File: src/hw/rtl/ppisf_div.sv
// ppisf_div: radix-2 restoring divider, one quotient bit per cycle,
// 64-bit dividend over 61-bit divisor. No dependencies.
module ppisf_div (
  input  logic        clk,
  input  logic        rst,
  input  logic        go,
  input  logic [63:0] num,
  input  logic [60:0] den,
  output logic        done,
  output logic [63:0] quo
);
  logic [6:0]  cnt;
  logic [61:0] rem;
  logic [63:0] q;
  logic [60:0] d;
  logic [62:0] trial;
  logic        run;
  assign trial = {rem, q[63]} - {2'b0, d};
  always_ff @(posedge clk) begin
    if (rst) begin
      run <= 1'b0; done <= 1'b0; cnt <= '0;
    end else begin
      done <= 1'b0;
      if (go) begin
        run <= 1'b1; cnt <= 7'd64; rem <= '0; q <= num; d <= den;
      end else if (run) begin
        if (!trial[62]) begin
          rem <= trial[61:0]; q <= {q[62:0], 1'b1};
        end else begin
          rem <= {rem[60:0], q[63]}; q <= {q[62:0], 1'b0};
        end
        cnt <= cnt - 1'b1;
        if (cnt == 7'd1) begin
          run <= 1'b0; done <= 1'b1;
        end
      end
    end
  end
  assign quo = q;
endmodule

File: config.mk
export PLATFORM = sky130hd
export DESIGN_NAME = ppisf_div
export DESIGN_NICKNAME = d
export VERILOG_FILES = /design/src/hw/rtl/ppisf_div.sv
export SDC_FILE = /design/constraint.sdc
export NUM_CORES = 1
export LEC_CHECK = 0
export ABC_CLOCK_PERIOD_IN_PS = 10100
export BUFFER_PORTS_ARGS = -buffer_cell sky130_fd_sc_hd__buf_2
export CAP_MARGIN = 30
export CORE_MARGIN = 2
export CORE_UTILIZATION = 35
export CTS_CLUSTER_SIZE = 12
export DETAILED_ROUTE_END_ITERATION = 16
export REMOVE_ABC_BUFFERS = 1
export SYNTH_ARGS = -nofsm -noshare
export SYNTH_HDL_FRONTEND = slang
export SYNTH_SLANG_ARGS = --single-unit
File: constraint.sdc
create_clock -name clk -period 10.1 [get_ports clk]
set_clock_uncertainty 0.2 [all_clocks]
set_input_delay 0.505 -clock clk [delete_from_list [all_inputs] [get_ports clk]]
set_output_delay 0.505 -clock clk [all_outputs]
set_load 0.005 [all_outputs]
==> out/qor.txt <==
Synthesized area: 11800 sq um
CP Launch Type: flop
Commonest non-fill, non-tap cells in the layout: 191 x buf_2, 187 x edfxtp_1, 168 x nand2_1
Die W: 188 microns
Routed wire length: 29600 microns
Aggregate global routing overflow: 0
Worst slack, placed: 5.64 ns
Setup slack after layout: 5.64 ns
Cell internal pwr: 1670 uW
IO Count: 193
Most common cell after layout, fill and taps aside: buf_2
Critical path capture point: rem[4]
Setup Fix Bufs, Post-CTS: 0
Final hold vios: 0
Number of synthesized flops with an enable pin: 187
Inserted Clock Buffers: 17
Post-DP HPWL: 21200 microns
Status: complete, no violations
R2R cell count: 14
Clock power frac: 0.298
First-pass DRT Iterations: 5
F_max: 0.224 GHz
Worst-path clk slew: 0.08 ns
IO buf count: 192
Number of diodes: 0
Initial antenna violation count: 0
Register area share after synthesis: 0.489
HP Class: input pin to flop
Crit Path Category: flop to flop
Critical-path maximum fanout: 39
Clk_lat worst skew: 0.46 ns
GRT Util Overall: 0.170
CP peak stage delay: 0.53 ns
Avg Cell Area, Syn: 10.2 sq um
Clock Tree Buf Depth: 2
Minimum clock period: 4.46 ns
Die extent in y: 188 microns
Reg power frac: 0.414
Area taken by flip-flops and latches: 5800 sq um
Net switching power figure: 795 uW
Row cnt: 67
Die ar.: 35300 sq um
H-tree depth: 4
Clock sinks: 196
Worst r2r src: quo[63]
Clk Tree Root Cell: clkbuf_16
CP required: 10.09 ns
Fin crit share: 0.442
WL/cell: 16.5 microns
Post-route DRC violation count: 0
R2R setup slack: 5.64 ns
Max-cap violation count: 0
CP Launch Point: quo[63]
#FFs+latches synth: 196
Mapped Cells: 1158
Nets: 1527
Final Wtd Congestion: 0.862
Number of global-route vias before repair: 9238
First-pass GRT wire length: 47700 microns
FFs w/ async S/R, synth: 0
Layout cell share with drive strength beyond 1: 0.231
Worst path slowest cell: xnor2_4
Count of different cell masters after synthesis: 74
Yosys warns: 0
Area grow syn2layout: 17.7%
Worst-path cell chain: inv_1 -> ha_1 -> fa_1 -> nand2b_1 -> a21oi_1 -> o211ai_1 -> nand4_1 -> nand2_1 -> o21ai_4 -> a31oi_4 -> xnor2_4 -> buf_4 -> mux2i_1 -> nor2_1
Antenna Nets Post-Route: 0
CORE AREA: 33400 sq um
Largest net degree at the start of global routing: 73
Sw Share: 0.323
Slew @ Worst Pin: 0.902 ns
Initial core utilization: 0.354
Synth Flop Type: edfxtp_1
Worst setup EP type: flop
Critical Path AT: 4.45 ns
Pwr Density: 176 nW/um^2
R2r endpoint: rem[4]
# fillers: 3305
CTS tree: yes
Vias: 9179
Initial DRC Count: 634
Worst slew margin: 0.399
Leak Pwr: 0.00570 uW
Setup TNS after final layout: 0 ns
Max-slew violation count: 0
Area of the multi-input gates: 5490 sq um
Hold WS: 0.0257 ns
RSZ-0062 raised after global routing: false
Combinational share of power: 0.288
Max VDD drop: 0.133 mV
Setup violators final: 0
Vias per cell: 5.11
[cells in the mapped netlist, drive strengths merged, types with 9 or more instances]
cell | number | area, sq um
a21o | 30 | 225
a21oi | 123 | 616
a31oi | 16 | 115
and3 | 12 | 80.1
buf | 31 | 168
clkbuf | 24 | 90.1
dfxtp | 9 | 180
edfxtp | 187 | 5620
ha | 63 | 788
inv | 86 | 323
mux2 | 64 | 721
nand2 | 169 | 637
nand2b | 12 | 75.1
nand3 | 35 | 180
nor2 | 62 | 233
nor3 | 15 | 75.1
o21ai | 45 | 240
o21bai | 12 | 90.1
xnor2 | 40 | 369
xor2 | 16 | 159
[kinds of logic after synthesis]
group / Yosys count / synth area share
buffers and inverters: 141 / 0.0490
flip-flops: 196 / 0.489
XOR/XNOR: 56 / 0.0446
AND/OR/NAND/NOR: 349 / 0.134
AO/OA/AOI/OAI: 287 / 0.154
multiplexers: 65 / 0.0617
adder cells (fa/ha/maj): 64 / 0.0682
[registers in the layout, summed over array words and instances (netlist names)]
| name | count |
|---|---|
| quo | 64 |
| rem | 62 |
| d | 61 |
| cnt | 7 |
| done | 1 |
| run | 1 |
[critical path, delay by kind of cell, from the launching register on]
kind	cells	cell delay, ns
buf+inv	2	0.57
compound gates	4	1.00
fa+ha+maj	2	0.61
xor+xnor	1	0.53
mux	1	0.23
simple gates	4	0.63
flops	1	0.38
[final cells by class]
class                      instances  share of cell area
timing repair buffer             213              0.0829
clock buffer                      17              0.0305
inverter                          86              0.0231
clock inverter                    15              0.0141
multi-input combinational        821               0.394
tap                              448              0.0402
sequential                       196               0.416
[how the worst min path moves through the flow]
stage,from,endpoint,slack [ns],cells after the start
global route,den[46],d[46],0.002,1
detailed placement,cnt[1],cnt[1],0.30,2
finish,den[13],d[13],0.03,1
global placement,cnt[1],cnt[1],0.28,2
floorplan,cnt[1],cnt[1],0.27,2
CTS,den[13],d[13],0.0004,1
[power by group through the flow]
stage	clock (uW)	combinational (uW)	sequential, uW
after detailed placement	0	703	1040
final	733	710	1020
after global routing	779	796	1030
after floorplan	0	508	1030
after CTS	751	710	1020
after global placement	0	696	1030
[through the flow]
stage	utilization	cell area, sq um	total power [uW]	cells
floorplan	-	11600	1540	1103
global placement	0.394	13200	1730	1750
detailed placement	0.394	13200	1740	1750
CTS	0.417	13900	2480	1796
global route	0.417	13900	2600	1796
finish	0.417	13900	2460	1796
[repair_timing]
| action | 4_1_cts | 5_1_grt |
|---|---|---|
| endpoints found under the hold margin | 14 | 0 |
| hold buffers | 14 | 0 |
| gates resized for setup | 0 | 0 |
| endpoints found under the setup margin | 0 | 0 |
[layer usage]
metal,wire length [microns],GRT usage,part of all wire
met5,0,0,0
met1,13500,0.218,0.45
met4,345,0.0488,0.012
met2,13900,0.281,0.47
met3,1980,0.0459,0.067
(Power assumes the default switching activity.)
