$ cat src/hw/rtl/ppisf_pkg.sv
// ppisf_pkg: shared types, constants and helper functions for the
// periodic pairwise inverse-square force unit. No dependencies.
package ppisf_pkg;
  localparam int MaxParticlesDef = 32;
  localparam int PosW   = 32;
  localparam int ForceW = 40;
  localparam int CfgIdxW  = 1;
  localparam int CfgDataW = 32;
  localparam logic [CfgIdxW-1:0] CFG_COUPLING = 1'b0;
  localparam logic [CfgIdxW-1:0] CFG_BOX      = 1'b1;
  localparam logic signed [ForceW-1:0] FORCE_MAX = {1'b0, {(ForceW-1){1'b1}}};
  localparam logic signed [ForceW-1:0] FORCE_MIN = {1'b1, {(ForceW-1){1'b0}}};

  typedef enum logic [2:0] {
    ST_LOAD, ST_CLEAR, ST_PAIR, ST_DRAIN, ST_EMIT
  } state_t;

  // pair term handed from the pair unit to the accumulate stage
  typedef struct packed {
    logic                     valid;
    logic                     skip;
    logic signed [ForceW-1:0] term;
  } term_t;

  function automatic logic signed [ForceW-1:0] sat_add(
      input logic signed [ForceW-1:0] a, input logic signed [ForceW-1:0] b);
    logic signed [ForceW:0] s;
    s = {a[ForceW-1], a} + {b[ForceW-1], b};
    if (s[ForceW] != s[ForceW-1])
      return s[ForceW] ? FORCE_MIN : FORCE_MAX;
    return s[ForceW-1:0];
  endfunction

  function automatic logic signed [ForceW-1:0] sat_sub(
      input logic signed [ForceW-1:0] a, input logic signed [ForceW-1:0] b);
    logic signed [ForceW:0] s;
    s = {a[ForceW-1], a} - {b[ForceW-1], b};
    if (s[ForceW] != s[ForceW-1])
      return s[ForceW] ? FORCE_MIN : FORCE_MAX;
    return s[ForceW-1:0];
  endfunction
endpackage

$ cat src/hw/rtl/ppisf_front.sv
// ppisf_front: input side; stores positions, counts them and raises a
// start request on the last transfer. Depends on ppisf_pkg.
module ppisf_front #(
  parameter int MaxParticles = ppisf_pkg::MaxParticlesDef,
  parameter int IdxW = $clog2(MaxParticles + 1),
  parameter int AddrW = $clog2(MaxParticles)
) (
  input  logic                        clk,
  input  logic                        rst,
  input  logic                        in_valid,
  output logic                        in_ready,
  input  logic [ppisf_pkg::PosW-1:0]  in_pos,
  input  logic                        in_last,
  input  logic                        busy,
  input  logic                        clear,
  input  logic [AddrW-1:0]            rd_addr,
  output logic [ppisf_pkg::PosW-1:0]  rd_data,
  output logic                        start,
  output logic [IdxW-1:0]             count
);
  import ppisf_pkg::*;
  logic [PosW-1:0] mem [MaxParticles];
  logic acc;
  assign in_ready = !busy && !start;
  assign acc = in_valid && in_ready;
  always_ff @(posedge clk) begin
    if (acc && count < IdxW'(MaxParticles)) mem[count[AddrW-1:0]] <= in_pos;
    rd_data <= mem[rd_addr];
  end
  always_ff @(posedge clk) begin
    if (rst) begin
      count <= '0;
      start <= 1'b0;
    end else begin
      // count is held through the run and dropped on the final result
      if (clear) count <= '0;
      else if (acc && count < IdxW'(MaxParticles)) count <= count + 1'b1;
      if (acc && in_last) start <= 1'b1;
      else if (busy) start <= 1'b0;
    end
  end
endmodule

$ cat config.mk
export PLATFORM = sky130hd
export DESIGN_NAME = ppisf_front
export DESIGN_NICKNAME = d
export VERILOG_FILES = /design/src/hw/rtl/ppisf_pkg.sv /design/src/hw/rtl/ppisf_front.sv
export SDC_FILE = /design/constraint.sdc
export NUM_CORES = 1
export LEC_CHECK = 0
export BUFFER_PORTS_ARGS = -buffer_cell sky130_fd_sc_hd__clkbuf_2
export CAP_MARGIN = 20
export CORE_ASPECT_RATIO = 1.2
export CORE_MARGIN = 3
export CORE_UTILIZATION = 30
export DETAILED_ROUTE_END_ITERATION = 12
export SYNTH_ARGS = -nofsm -noshare
export SYNTH_HDL_FRONTEND = slang
export SYNTH_SLANG_ARGS = --single-unit
$ cat constraint.sdc
create_clock -name clk -period 4.85 [get_ports clk]
set_input_delay 0.485 -clock clk [delete_from_list [all_inputs] [get_ports clk]]
set_output_delay 0.485 -clock clk [all_outputs]
set_load 0.01 [all_outputs]
==> implementation parameters <==
Parameter                              Value

Outcome
  Run status ... finished, final reports clean

Critical path
  CP arrival ... roughly 3300 ps
  Critical path capture point type ... flip-flop
  Critical path, cell by cell ... nor4b_4 > buf_4 > nand2_1 > nor2_4 > buf_4
  Required time of the critical path ... just over 5000 ps
  Crit path max-delay cell type ... sky130_fd_sc_hd__nor2_4
  CP startpoint ... count[5]$_SDFFE_PP0P_
  Type of element launching the critical path ... flip-flop
  Worst-path maximum fanout ... 21
  Critical register-to-register path startpoint ... count[5]$_SDFFE_PP0P_
  Critical setup path kind ... flip-flop to flip-flop
  CP peak stage delay ... 820 ps
  Cell mode on critical path ... sky130_fd_sc_hd__buf_4

Clock tree
  Clock slew seen by the registers of the worst setup and hold paths ... 60 ps
  Clock Root Buffer ... sky130_fd_sc_hd__clkbuf_16
  Skew-Pair Late Insertion Delay ... approximately 670 ps
  Number of resized instances in the post-cts repair step ... 0
  Clock tree from TritonCTS ... done
  Number of CTS-inserted buffers ... 99
  Number of clock sinks seen by CTS ... 1063
  Max Root-Sink Buffers ... 3
  Count of H-tree levels built during CTS ... 3
  Post-CTS setup-driven buffer insertion count ... 0

Place
  Number of placed instances with taps included ... 4089
  Detail Placement HPWL ... about 66 mm
  Dpl cell area ... 0.0436 sq mm
  Placer Congestion ... 0.796
  Number of port buffers ... 82

Timing
  Rel. slew slack ... 0.279
  Setup skew after layout ... 33.7 ps
  Top achievable clock speed ... 343 MHz
  Final Hold Vio Count ... 0
  Period utilisation layout ... 0.601
  Setup repair after global routing missed its margin ... no
  Final-report setup violation count ... 0
  Post-layout min period ... 2910 ps
  Post-Route Setup TNS ... 0 ps
  Final Slew Violations ... 0
  Least-Margin Pin Slew ... between 1000 and 1500 ps

Logic synthesis
  Combinational family with the most area after synthesis ... multiplexers
  Mapped cell area ... a little over 0.04 sq mm
  Compound-gate portion of the synthesized area ... 0.0483
  Unique cell type count in the Yosys netlist ... 31
  Post-synthesis average cell area ... 17.8 sq um
  Cell taking the most area after synthesis ... sky130_fd_sc_hd__edfxtp_1
  Portion of netlist area occupied by mux cells ... 0.125
  Total number of yosys warnings ... 0
  Fraction of the yosys area taken by sequential cells ... 0.772
  Count of flip-flops with a built-in enable after synthesis ... 1024
  Post-synthesis xor/xnor area fraction ... 0.000858
  Commonest register cell after synthesis ... sky130_fd_sc_hd__edfxtp_1
  Main area contributors after synthesis ... sky130_fd_sc_hd__edfxtp_1 75%, sky130_fd_sc_hd__mux2i_1 13%, sky130_fd_sc_hd__dfxtp_1 1.9%
  Synthesized flop and latch total ... 1063
  Number of nets in the synthesized netlist ... 2345
  Synth async-reset ratio ... 0
  Simple-gate share of the synthesized area ... 0.0326
  Arithmetic-cell share of the synthesized area counting full adders, half adders and majority gates ... 0.00123
  Portion of synthesized cell area occupied by the leading cell type ... 0.753
  Synthesized instance count ... 2298

GRT
  Overall fraction of global-route tracks in use ... 0.143
  Met1 track demand over resource ... 0.169
  GR Overflow Total ... 0
  Wire length of the first global-routing pass ... ~150 mm
  Met2 routing resource usage after global routing ... 0.258
  Initial antenna violation count ... 10
  Grt met3 use ... 0.0216
  Vias in the first global route ... 20500
  Maximum number of pins on one net before global-route repair ... 69
  Busiest layer in global routing ... met2

Job
  Total of max-cap violations ... 0

Floorplanning
  Standard cell core area ... 0.134 sq mm
  Die area ... 0.141 sq mm
  Starting utilization of the core area ... 0.304
  Die Width ... 343 um
  IO Count ... 83
  Number of rows in the core area ... around 150
  Die height ... 410 um

Final layout
  Signed area change from the synthesized netlist to the final layout ... 15.1%
  Diode insertion count for antenna repair ... 0
  Final non-filler cell total ... 4284
  Most common library cell in the layout ignoring fill and taps ... sky130_fd_sc_hd__edfxtp_1
  Layout filler cell count ... 12500
  Most used cells in the layout excluding fill and tap cells ... 1024 x sky130_fd_sc_hd__edfxtp_1, 512 x sky130_fd_sc_hd__mux2i_1, 100 x sky130_fd_sc_hd__nand2_1, 100 x sky130_fd_sc_hd__clkbuf_16
  Finished Cell Area ... 0.0470 sq mm
  Share of layout cells above drive strength 1 ... 0.133
  Share of the core filled with cells ... 0.350
  Final-stage net count ... approximately 2500

Pwr
  Highest ir drop seen on vdd ... 0.000290 V
  Leakage power ... roughly 16 nW
  Pwr dens ... 400 mW/mm^2
  Power, Total ... 18.8 mW

Detailed routing
  Routed via count ... 20700
  Via density per instance ... about 4.8
  Average wire length per cell after detail routing ... 24.0 um
  DRC violation count after routing ... 0
  Total Wirelength ... 103 mm
  Number of iterations in the first detailed-routing pass ... 5
  First-iteration detailed-routing DRC count ... 1646
  Antenna violation net count after detailed routing ... 0

Min path
  Hold Path Class ... primary input to flip-flop
  Launch point of the worst hold path ... busy
-- synthesized netlist by cell type (2+ instances only) --
cell type / n
sky130_fd_sc_hd__a21oi_1: 98
sky130_fd_sc_hd__inv_1: 2
sky130_fd_sc_hd__or3b_2: 2
sky130_fd_sc_hd__clkbuf_4: 2
sky130_fd_sc_hd__nand3_1: 98
sky130_fd_sc_hd__dfxtp_1: 39
sky130_fd_sc_hd__nand2_1: 101
sky130_fd_sc_hd__clkbuf_1: 41
sky130_fd_sc_hd__or2_2: 2
sky130_fd_sc_hd__buf_2: 40
sky130_fd_sc_hd__buf_4: 22
sky130_fd_sc_hd__nor2b_1: 2
sky130_fd_sc_hd__a31oi_1: 32
sky130_fd_sc_hd__nand4_1: 2
sky130_fd_sc_hd__nor3_1: 33
sky130_fd_sc_hd__mux2i_1: 512
sky130_fd_sc_hd__buf_1: 2
sky130_fd_sc_hd__nand3b_1: 3
sky130_fd_sc_hd__a22o_1: 64
sky130_fd_sc_hd__xor2_1: 3
sky130_fd_sc_hd__ha_1: 4
sky130_fd_sc_hd__buf_6: 23
sky130_fd_sc_hd__nor2_1: 44
sky130_fd_sc_hd__a22oi_1: 96
sky130_fd_sc_hd__edfxtp_1: 1024
sky130_fd_sc_hd__nand2b_1: 2
-- sequential cells by signal (all words and copies together) (netlist names) --
signal   cells
start        1
count        6
mem       1024
rd_data     32
-- timing repair --
action | CTS | global route
setup endpoints to repair | 0 | 0
hold buffers | 1 | 0
hold endpoints to repair | 1 | 0
-- where the power goes --
group / switching (mW) / internal, mW / total (mW)
combinational: 0.652 / 0.291 / 0.943
clock: 3.35 / 4.37 / 7.72
sequential: 0.0565 / 10.1 / 10.2
total: 4.06 / 14.8 / 18.8
-- worst max-delay path: cells and delay by family (launching register included) --
family / cells / cell delay (ps)
flops: 1 / 340
simple gates: 3 / 1660
buf+inv: 2 / 560
-- kinds of logic (layout without fill, tap and decap cells) --
| family | count (synthesis) | count (layout) |
|---|---|---|
| flops | 1063 | 1063 |
| mux | 512 | 512 |
| simple gates | 293 | 293 |
| compound gates | 290 | 290 |
| buf+inv | 132 | 330 |
| fa+ha+maj | 4 | 4 |
| xor+xnor | 4 | 4 |
-- stage by stage --
step	hold slack, ps	worst slack [ps]
2_1_floorplan	545	1850
3_3_place_gp	527	1690
3_5_place_dp	521	1680
4_1_cts	24.8	1880
5_1_grt	65.4	1770
6_report	75.1	1940
-- cell type report --
class	count	area [sq um]	share of cell area
multi-input combinational	1103	8790	0.187
clock inverter	71	638	0.0136
timing repair buffer	141	1220	0.0260
clock buffer	116	2590	0.0551
inverter	2	7.51	0.000160
sequential	1063	31500	0.671
tap	1788	2240	0.0476
-- layer usage --
metal  share of wire  routed length (um)  up-vias
met5          0.0010                 105        -
met4           0.043                4420       14
met3           0.042                4300      170
met2            0.52               54000      514
met1            0.39               40100    10700
li1                -                   -     9327
-- path summary, 6_finish.rpt --
| kind | endpoint | slack, ps | depth (start not counted) |
|---|---|---|---|
| setup / recovery | mem[13][11]$_DFFE_PP_ | 1940 | 5 |
| hold / removal | start$_SDFFE_PP0P_ | 80 | 2 |
| setup reg to reg | mem[13][11]$_DFFE_PP_ | 1940 | 5 |
| hold reg to reg | count[5]$_SDFFE_PP0P_ | 530 | 2 |
Note: power is estimated with default switching activity, not from simulation.
